**config.mk**
```make
export PLATFORM = sky130hd
export DESIGN_NAME = window_mode_with_hysteresis
export DESIGN_NICKNAME = d
export VERILOG_FILES = /design/src/rtl/core/wmh_pkg.sv /design/src/rtl/core/wmh_cell.sv /design/src/rtl/core/wmh_scan.sv /design/src/rtl/core/window_mode_with_hysteresis.sv
export SDC_FILE = /design/constraint.sdc
export NUM_CORES = 2
export LEC_CHECK = 0
export BUFFER_PORTS_ARGS = -buffer_cell sky130_fd_sc_hd__buf_4
export CAP_MARGIN = 20
export CORE_MARGIN = 3
export CORE_UTILIZATION = 30
export DETAILED_ROUTE_END_ITERATION = 8
export GPL_TIMING_DRIVEN = 0
export SYNTH_ARGS = -nofsm -noshare
export SYNTH_HDL_FRONTEND = slang
export SYNTH_SLANG_ARGS = --single-unit
```
**constraint.sdc**
```tcl
create_clock -name clk -period 13 [get_ports clk]
set_input_delay 0 -clock clk [delete_from_list [all_inputs] [get_ports clk]]
set_output_delay 0 -clock clk [all_outputs]
set_load 0.01 [all_outputs]
```
**src/rtl/core/wmh_pkg.sv**
```systemverilog
// shared types and constants for the windowed mode filter
package wmh_pkg;

    localparam int SAMPLE_W   = 12;
    localparam int COUNT_W    = 7;
    localparam int THRESH_W   = 12;
    localparam int APB_DATA_W = 32;
    localparam int APB_ADDR_W = 3;

    localparam logic [APB_ADDR_W-1:0] ADDR_THRESHOLD  = 3'd0;
    localparam logic [THRESH_W-1:0]   THRESHOLD_RESET = 12'd5;

    typedef struct packed {
        logic [SAMPLE_W-1:0] sample_value;
        logic                last_in_window;
    } wmh_in_t;

    typedef struct packed {
        logic [SAMPLE_W-1:0] smoothed_value;
        logic [SAMPLE_W-1:0] raw_mode;
        logic [COUNT_W-1:0]  mode_count;
    } wmh_out_t;

    typedef struct packed {
        logic ins;
        logic shift;
    } wmh_cell_ctrl_t;

endpackage

```
**src/rtl/core/wmh_cell.sv**
```systemverilog
// one cell of the sorted sample chain
module wmh_cell #(
    parameter int VW  = 12,
    parameter int CW  = 7,
    parameter int IDX = 0
) (
    input  logic                    clk,
    input  wmh_pkg::wmh_cell_ctrl_t ctrl,
    input  logic [CW-1:0]           fill,
    input  logic [VW-1:0]           sample,
    input  logic [VW-1:0]           left_value,
    input  logic                    left_gt,
    input  logic [VW-1:0]           right_value,
    output logic [VW-1:0]           value,
    output logic                    gt
);
    import wmh_pkg::*;

    logic [VW-1:0] value_reg;
    logic          occupied;

    assign occupied = fill > CW'(IDX);
    // empty cells act as larger than any sample
    assign gt       = !occupied || (value_reg > sample);
    assign value    = value_reg;

    always_ff @(posedge clk)
    begin
        if (ctrl.shift)
        begin
            value_reg <= right_value;
        end
        else if (ctrl.ins && gt)
        begin
            value_reg <= left_gt ? left_value : sample;
        end
    end

endmodule

```
**src/rtl/core/wmh_scan.sv**
```systemverilog
// run-length scanner over the ascending sample stream
module wmh_scan #(
    parameter int VW = 12,
    parameter int CW = 7
) (
    input  logic          clk,
    input  logic          step,
    input  logic          first,
    input  logic [VW-1:0] head,
    output logic [VW-1:0] mode,
    output logic [CW-1:0] count
);
    import wmh_pkg::*;

    logic [VW-1:0] prev_reg;
    logic [VW-1:0] best_reg;
    logic [CW-1:0] run_reg;
    logic [CW-1:0] best_cnt_reg;
    logic          longer;

    // strict compare keeps the smallest value on a tie
    assign longer = run_reg > best_cnt_reg;
    assign mode   = longer ? prev_reg : best_reg;
    assign count  = longer ? run_reg : best_cnt_reg;

    always_ff @(posedge clk)
    begin
        if (step)
        begin
            if (first)
            begin
                best_reg     <= head;
                best_cnt_reg <= CW'(1);
                run_reg      <= CW'(1);
            end
            else if (head == prev_reg)
            begin
                run_reg <= run_reg + CW'(1);
            end
            else
            begin
                if (longer)
                begin
                    best_reg     <= prev_reg;
                    best_cnt_reg <= run_reg;
                end
                run_reg <= CW'(1);
            end
            prev_reg <= head;
        end
    end

endmodule

```
**src/rtl/core/window_mode_with_hysteresis.sv**
```systemverilog
// windowed mode filter with hysteresis, top level
// samples: one beat per cycle in the fill state, each inserted in sorted place
// while the chain has room; close beat: inserted, then the chain is shifted out
// through the run scanner, one stored sample per cycle; the result is registered
// once output is free; no input beat is taken from close until the result loads
// reset clears the fill count, held mode and state; threshold resets to 5
module window_mode_with_hysteresis #(
    parameter int MAX_WINDOW = 64,
    parameter int VALUE_BITS = 12
) (
    input  logic                             clk,
    input  logic                             rst_n,
    input  logic                             in_valid,
    output logic                             in_ready,
    input  wmh_pkg::wmh_in_t                 in_data,
    output logic                             out_valid,
    input  logic                             out_ready,
    output wmh_pkg::wmh_out_t                out_data,
    input  logic                             psel,
    input  logic                             penable,
    input  logic                             pwrite,
    input  logic [wmh_pkg::APB_ADDR_W-1:0]   paddr,
    input  logic [wmh_pkg::APB_DATA_W-1:0]   pwdata,
    output logic [wmh_pkg::APB_DATA_W-1:0]   prdata,
    output logic                             pready
);
    import wmh_pkg::*;

    localparam int VW = (VALUE_BITS < SAMPLE_W) ? VALUE_BITS : SAMPLE_W;
    localparam int CW = $clog2(MAX_WINDOW + 1);

    typedef enum logic [1:0] {
        ST_FILL,
        ST_SCAN,
        ST_DECIDE
    } state_t;

    state_t              state_reg,     state_next;
    logic [CW-1:0]       fill_reg,      fill_next;
    logic [CW-1:0]       idx_reg,       idx_next;
    logic [SAMPLE_W-1:0] held_reg,      held_next;
    logic                have_reg,      have_next;
    logic                out_valid_reg, out_valid_next;
    wmh_out_t            out_reg,       out_next;
    logic [THRESH_W-1:0] thresh_reg,    thresh_next;

    logic                in_fire;
    logic                room;
    wmh_cell_ctrl_t      cell_ctrl;
    logic [VW-1:0]       sample;
    logic [VW-1:0]       cell_value [MAX_WINDOW];
    logic                cell_gt    [MAX_WINDOW];
    logic                scan_step;
    logic                scan_first;
    logic [VW-1:0]       scan_mode;
    logic [CW-1:0]       scan_count;
    logic [SAMPLE_W+VW-1:0]   raw_ext;
    logic [SAMPLE_W-1:0]      raw_mode;
    logic [COUNT_W+CW-1:0]    cnt_ext;
    logic [SAMPLE_W-1:0]      diff;
    logic                     out_free;
    logic                     cfg_write;

    assign in_ready  = (state_reg == ST_FILL);
    assign in_fire   = in_valid && in_ready;
    assign room      = fill_reg < CW'(MAX_WINDOW);
    assign sample    = in_data.sample_value[VW-1:0];
    assign scan_step = (state_reg == ST_SCAN);
    assign scan_first = (idx_reg == '0);

    assign cell_ctrl.ins   = in_fire && room;
    assign cell_ctrl.shift = scan_step;

    for (genvar i = 0; i < MAX_WINDOW; i++)
    begin : g_cell
        logic [VW-1:0] left_value;
        logic          left_gt;
        logic [VW-1:0] right_value;

        if (i == 0)
        begin : g_first
            assign left_value = '0;
            assign left_gt    = 1'b0;
        end
        else
        begin : g_mid
            assign left_value = cell_value[i-1];
            assign left_gt    = cell_gt[i-1];
        end

        if (i == MAX_WINDOW - 1)
        begin : g_last
            assign right_value = '0;
        end
        else
        begin : g_inner
            assign right_value = cell_value[i+1];
        end

        wmh_cell #(
            .VW  (VW),
            .CW  (CW),
            .IDX (i)
        ) u_cell (
            .clk         (clk),
            .ctrl        (cell_ctrl),
            .fill        (fill_reg),
            .sample      (sample),
            .left_value  (left_value),
            .left_gt     (left_gt),
            .right_value (right_value),
            .value       (cell_value[i]),
            .gt          (cell_gt[i])
        );
    end

    wmh_scan #(
        .VW (VW),
        .CW (CW)
    ) u_scan (
        .clk   (clk),
        .step  (scan_step),
        .first (scan_first),
        .head  (cell_value[0]),
        .mode  (scan_mode),
        .count (scan_count)
    );

    assign raw_ext  = {{SAMPLE_W{1'b0}}, scan_mode};
    assign raw_mode = raw_ext[SAMPLE_W-1:0];
    assign cnt_ext  = {{COUNT_W{1'b0}}, scan_count};
    assign diff     = (held_reg > raw_mode) ? (held_reg - raw_mode) : (raw_mode - held_reg);
    assign out_free = !out_valid_reg || out_ready;

    assign cfg_write = psel && penable && pwrite;
    assign pready    = 1'b1;
    assign prdata    = (paddr == ADDR_THRESHOLD) ?
                       {{(APB_DATA_W-THRESH_W){1'b0}}, thresh_reg} : '0;

    assign out_valid = out_valid_reg;
    assign out_data  = out_reg;

    always_comb
    begin
        state_next     = state_reg;
        fill_next      = fill_reg;
        idx_next       = idx_reg;
        held_next      = held_reg;
        have_next      = have_reg;
        out_valid_next = out_valid_reg;
        out_next       = out_reg;
        thresh_next    = thresh_reg;

        if (cfg_write && (paddr == ADDR_THRESHOLD))
        begin
            thresh_next = pwdata[THRESH_W-1:0];
        end

        if (out_valid_reg && out_ready)
        begin
            out_valid_next = 1'b0;
        end

        case (state_reg)
            ST_FILL:
            begin
                if (in_fire)
                begin
                    if (room)
                    begin
                        fill_next = fill_reg + CW'(1);
                    end
                    if (in_data.last_in_window)
                    begin
                        idx_next   = '0;
                        state_next = ST_SCAN;
                    end
                end
            end
            ST_SCAN:
            begin
                idx_next = idx_reg + CW'(1);
                if ((idx_reg + CW'(1)) == fill_reg)
                begin
                    fill_next  = '0;
                    state_next = ST_DECIDE;
                end
            end
            ST_DECIDE:
            begin
                if (out_free)
                begin
                    if (!have_reg || (diff > thresh_reg))
                    begin
                        held_next = raw_mode;
                    end
                    have_next               = 1'b1;
                    out_next.smoothed_value = (!have_reg || (diff > thresh_reg)) ?
                                              raw_mode : held_reg;
                    out_next.raw_mode       = raw_mode;
                    out_next.mode_count     = cnt_ext[COUNT_W-1:0];
                    out_valid_next          = 1'b1;
                    state_next              = ST_FILL;
                end
            end
            default:
            begin
                state_next = ST_FILL;
            end
        endcase
    end

    always_ff @(posedge clk or negedge rst_n)
    begin
        if (!rst_n)
        begin
            state_reg     <= ST_FILL;
            fill_reg      <= '0;
            idx_reg       <= '0;
            held_reg      <= '0;
            have_reg      <= 1'b0;
            out_valid_reg <= 1'b0;
            out_reg       <= '0;
            thresh_reg    <= THRESHOLD_RESET;
        end
        else
        begin
            state_reg     <= state_next;
            fill_reg      <= fill_next;
            idx_reg       <= idx_next;
            held_reg      <= held_next;
            have_reg      <= have_next;
            out_valid_reg <= out_valid_next;
            out_reg       <= out_next;
            thresh_reg    <= thresh_next;
        end
    end

endmodule
```
After elaboration in Yosys (flattened, before gate mapping)
Cells that the tools add are included.

storage, ports and cells
  register bits after elaboration = 867
  latch bits = 0
  bits in writable memories = 0
  bits in read-only memories = 0
  input bits = 55
  output and inout port bits = 66
  logic and storage cells = 713
  memories kept = 0

cells by class
  add/subtract/negate cells = 5
  multipliers = 0
  divide/modulo/power cells = 0
  magnitude comparators = 132
  eq/ne operators = 10
  shifts and indexed selects = 0
  mux-type cells = 212
  bitwise operators = 1
  reduce and logical (&&, ||, !) cells = 276

operators by type and width
  operator                                                                          count
  12-bit 2-to-1 mux                                                                 195
  12-bit greater-than comparator                                                    66
  7-bit by 6-bit greater-than comparator with 1-bit output (second input constant)  32
  2-bit nonzero test                                                                64
  7-bit by 5-bit greater-than comparator with 1-bit output (second input constant)  16
  1-bit logical AND                                                                 70
  1-bit logical NOT                                                                 66
  1-bit logical OR                                                                  66
  7-bit by 4-bit greater-than comparator with 1-bit output (second input constant)  8
  7-bit 2-to-1 mux                                                                  7
  7-bit by 3-bit greater-than comparator with 1-bit output (second input constant)  4
  7-bit one-hot mux with 2 select lines                                             2
  12-bit subtractor                                                                 2
  7-bit by 1-bit adder with 7-bit output (second input constant)                    3
  7-bit by 1-bit greater-than comparator with 1-bit output (second input constant)  2
  7-bit by 2-bit greater-than comparator with 1-bit output (second input constant)  2
  12-bit == test                                                                    1
  2-bit 2-to-1 mux                                                                  4
  2-bit by 1-bit inequality test with 1-bit output (second input constant)          4
  4-bit AND reduction                                                               2
  7-bit == test                                                                     1
  7-bit greater-than comparator                                                     1
  7-bit logical NOT                                                                 1
  7-bit < comparator (second input constant)                                        1
  11 further kinds                                                                  16

Depth between registers and ports, before layout
  depth in word-level cells = 7
  depth in mapped cells = 29
  mapped depth without buffers = 27

Worst setup path before layout
OpenSTA, ideal clock, no wires.

  path type = flip-flop to flip-flop
  start = register u_scan.run_reg[4]
  end = register out_reg, in the netlist out_data[25]
  setup time = 136 ps
  arrival time = 5,515 ps
  data required time = 12,864 ps
  slack = 7,349 ps
  cell stages (with the launch flop) = 28
  buffers on the path = 3
  clock period less this slack = 5,651 ps
  path through = edfxtp_1 ha_1 a211oi_1 o21bai_1 o21bai_4 buf_4 mux2i_1 inv_1 ha_1 clkbuf_1 a21o_1 a21o_1 a21oi_1 o21bai_1 a211o_1 o21ai_4 mux2_2 a21oi_1 xnor2_1 ha_1 nand4_1 or2_2 o221ai_1 o21ai_0 a21o_1 clkbuf_1 nand2_1 o21ai_0

on the way
  longest elaborated chain between the ends = 7
  elaborated cells on any way between the ends = 10
  those cells by class = add/sub (2); order compare (3); mux (3); reduce/logical (2)

ends and longest elaborated chain
  element                                                                     line                                RTL
  from (decl)                                                                 wmh_scan.sv:17                      logic [CW-1:0] run_reg;
  from (signal assigned)                                                      wmh_scan.sv:38                      run_reg <= run_reg + CW'(1);
  7-bit greater-than comparator *                                             wmh_scan.sv:22                      assign longer = run_reg > best_cnt_reg;
  12-bit 2-to-1 mux *                                                         wmh_scan.sv:23                      assign mode = longer ? prev_reg : best_reg;
  named net raw_mode[2]                                                       window_mode_with_hysteresis.sv:58   logic [SAMPLE_W-1:0] raw_mode;
  12-bit subtractor / 12-bit greater-than comparator (equally long branches)  window_mode_with_hysteresis.sv:132  assign diff = (held_reg > raw_mode) ? (held_reg - raw_mode) : (raw_mode - held_reg);
  12-bit 2-to-1 mux *                                                         window_mode_with_hysteresis.sv:132
  12-bit greater-than comparator *                                            window_mode_with_hysteresis.sv:198  out_next.smoothed_value = (!have_reg || (diff > thresh_reg)) ?
  1-bit logical OR *                                                          window_mode_with_hysteresis.sv:198
  3-bit AND reduction (no source line) *                                      --
  to (signal assigned)                                                        window_mode_with_hysteresis.sv:234  out_reg <= out_next;
  to (decl)                                                                   window_mode_with_hysteresis.sv:44   wmh_out_t out_reg, out_next;

The timed path passes the listed nets; every way through them passes the cells marked *. The select of a mux whose other input is x is not followed.
A chain may end at the register's enable or synchronous reset.

Worst setup path in the final report
  start = register u_scan.run_reg[4]
  end = register out_reg, in the netlist out_data[29]

The elaborated chain is that of the path after synthesis.

==> impl_metrics.env <==
export IMPL_die_x_um=464
export IMPL_critPathArrivalTime_ns=7.57
export IMPL_vias=51300
export IMPL_wirelength_um=211000
export IMPL_cp_top_family="compound AO/OA/AOI/OAI gates"
export IMPL_synthFlopType="edfxtp_1"
export IMPL_ant_nets=0
export IMPL_routabilityCongestion=0.916
export IMPL_rows=167
export IMPL_cts_buffer_depth=3
export IMPL_wire_per_inst_um=22.6
export IMPL_fin_skew_ns=0.0515
export IMPL_cts_sinks=867
export IMPL_hold_viol_final=0
export IMPL_slew_headroom_pct=21.1
export IMPL_synth_edf_count=794
export IMPL_worst_slew_pin_slew_ns=1.17
export IMPL_core_um2=208000
export IMPL_cellLeakagePower_uw=0.0277
export IMPL_clk_latency_ns=0.75
export IMPL_ys_warn_count=0
export IMPL_fin_nets=7338
export IMPL_ys_types=75
export IMPL_p_per_area_nw_per_um2=263
export IMPL_avgViaCountPerCell=5.49
export IMPL_max_stage_delay_ns=0.57
export IMPL_cp_data_required_time_ns=13.57
export IMPL_die_h_um=464
export IMPL_cts_tree="built"
export IMPL_yosysTopAreaCell="edfxtp_1"
export IMPL_syn_inst=6164
export IMPL_slew_violations=0
export IMPL_path_clk_slew_ns=0.06
export IMPL_largest_reg_flops=768
export IMPL_synthArstFlopShare_pct=7.04
export IMPL_grtUsageTotal_pct=18.9
export IMPL_first_global_vias=51600
export IMPL_setup_viol=0
export IMPL_areaGrowthSynthToFinish_pct=13.9
export IMPL_design_area_um2=71500
export IMPL_status="finished clean"
export IMPL_first_pass_iters=8
export IMPL_final_setup_tns_ns=0
export IMPL_post_route_period_util_pct=53.8
export IMPL_timing_fmax_mhz=143
export IMPL_start_util_pct=30.2
export IMPL_dpl_hpwl_um=159000
export IMPL_grt_max_degree=60
export IMPL_first_iter_violations=5036
export IMPL_path_max_fanout=10
export IMPL_die_area_um2=215000
export IMPL_crit_path_start_kind="flip-flop"
export IMPL_synth_top_cell_area_share_pct=38.0
export IMPL_seq_area_frac_synth_pct=40.8
export IMPL_antenna_found_initial=9
export IMPL_yosys_register_bits=867
export IMPL_placed_area_um2=67900
export IMPL_h_tree_depth=3
export IMPL_peakVddDrop_mv=0.140
export IMPL_syn_area_per_cell_um2=10.2
export IMPL_critPathKind="flip-flop to flip-flop"
export IMPL_cap_viol_max_count=0
export IMPL_final_min_clock_period_ns=7.00
export IMPL_crit_path_end_kind="flip-flop"
export IMPL_min_path_type="primary input to flip-flop"
export IMPL_io_pins=121
export IMPL_synth_area_um2=62800
export IMPL_crit_path_top_delay_cell="mux2i_1"
export IMPL_rsz0062_at_grt="no"
export IMPL_drcViolationCount=0
export IMPL_grt_pass1_wl_um=317000
export IMPL_cts_buffers=100
export IMPL_synth_area_leaders="edfxtp_1, ha_1, mux2i_1, o21ai_0, nand2_1"
export IMPL_grt_ovfl_total=0
export IMPL_setup_ws_ns=6.00
export IMPL_cts_root_buffer="clkbuf_16"
export IMPL_critPathBufInv=6
export IMPL_drive_gt1_share_pct=7.23
export IMPL_place_ws_ns=5.94
export IMPL_port_buffers=68
[power breakdown]
part           switching [µW]  internal [µW]  total (µW)  leakage (µW)
Sequential               1530           5520        7050       0.00864
Combinational            5330           3460        8800        0.0174
Clock                    1250           1710        2960       0.00164
Total                    8110          10700       18800        0.0277
[worst reg2reg max path, cell delays in order, from the launching register on]
cell and delay (ns):
edfxtp_1 0.48, ha_1 0.34, a211oi_1 0.21, o21bai_1 0.16
o21bai_4 0.27, buf_4 0.27, buf_2 0.34, mux2i_1 0.57
inv_1 0.13, ha_1 0.40, a21o_1 0.23, a21o_1 0.18
a21oi_1 0.20, inv_1 0.10, o21ai_4 0.32, buf_4 0.26
mux2_2 0.35, ha_1 0.28, nor2b_1 0.13, o21ai_0 0.16
nand2b_1 0.08, a21oi_1 0.15, o221ai_1 0.12, o21ai_0 0.15
a21o_1 0.30, clkbuf_1 0.52, a21oi_1 0.16
[synth_stat cells (all sizes together) (10+ instances only)]
master,number
nor2b,75
inv,139
and4,11
nor3,70
xor2,26
a21o,260
edfxtp,794
nand2,849
o21ai,940
a211oi,17
dfrtp,59
a211o,10
or3,35
xnor2,16
o211ai,16
nor4,12
dfxtp,12
a21oi,212
mux2i,777
nand4,177
clkbuf,250
nand3,16
and2,20
a2bb2oi,17
ha,814
nor2,138
buf,160
o21a,25
nand2b,71
a2111oi,30
[stage by stage]
stage	util, %	hold WS [ns]	total power [µW]	cells
after global routing	34.4	0.0520	20200	9336
after global placement	32.2	0.165	15100	9039
after detailed placement	32.7	0.177	15700	9120
after CTS	34.4	0.00187	18700	9333
after floorplan	-	-0.296	12400	6183
final	34.4	0.0625	18800	9340
[logic make-up (layout without fill, tap and decap cells)]
kind of cell    after synthesis  after routing  synth area share [%]
compound gates             1603           1603                  15.0
xor+xnor                     44             44                 0.658
fa+ha+maj                   816            816                  16.3
buf+inv                     549            912                  3.82
flops                       867            867                  40.8
mux                         781            781                  12.5
other cells                   2             27                0.0120
simple gates               1502           1502                  11.0
[placed cells by master, fill, tap and decap left out, types with 31 or more instances in the layout]
| cell | instances |
|---|---|
| nand2b_1 | 71 |
| a21o_1 | 260 |
| or3_1 | 35 |
| dfrtp_1 | 59 |
| nand2_1 | 849 |
| edfxtp_1 | 794 |
| nor2b_1 | 75 |
| nor2_1 | 136 |
| o21ai_0 | 775 |
| nor3_1 | 68 |
| buf_2 | 60 |
| buf_1 | 45 |
| mux2i_1 | 777 |
| clkbuf_16 | 102 |
| buf_4 | 159 |
| clkbuf_1 | 260 |
| inv_1 | 127 |
| nand4_1 | 177 |
| a21oi_1 | 201 |
| ha_1 | 814 |
| o21ai_1 | 164 |
| dlygate4sd3_1 | 31 |
[final timing paths]
path | slack, ns | endpoint | cells past startpoint | from
hold reg to reg | 0.48 | out_data[12] | 2 | out_data[12]
min in group asynchronous | 0.35 | thresh_reg[2] | 3 | rst_n
setup / recovery | 6.00 | out_data[29] | 26 | u_scan.run_reg[4]
hold / removal | 0.06 | thresh_reg[7] | 4 | pwdata[7]
setup reg to reg | 6.00 | out_data[29] | 26 | u_scan.run_reg[4]
max in group asynchronous | 12.29 | idx_reg[4] | 4 | rst_n
[per-layer routing]
| metal | GRT usage [%] | part of all wire [%] | up-vias |
|---|---|---|---|
| met3 | 3.67 | 7.9 | 492 |
| met4 | 7.20 | 4.0 | 10 |
| li1 | - | - | 23600 |
| met5 | 0 | 0.028 | - |
| met2 | 30.1 | 44 | 2043 |
| met1 | 25.4 | 44 | 25100 |
[layout make-up]
cell class | count | area, µm²
fill | 21000 | 136000
multi-input combinational | 4767 | 34900
sequential | 867 | 25600
tap | 2788 | 3490
clock buffer | 131 | 2760
buffer | 410 | 1890
timing repair buffer | 182 | 1820
clock inverter | 50 | 563
inverter | 139 | 549
antenna | 6 | 15.0
[repair_timing]
action	in CTS	in global routing
gates resized for setup	0	0
setup buffers	0	0
hold buffers	32	0
endpoints found under the hold margin	82	0
No activity file was read; power rests on OpenSTA's default activity.
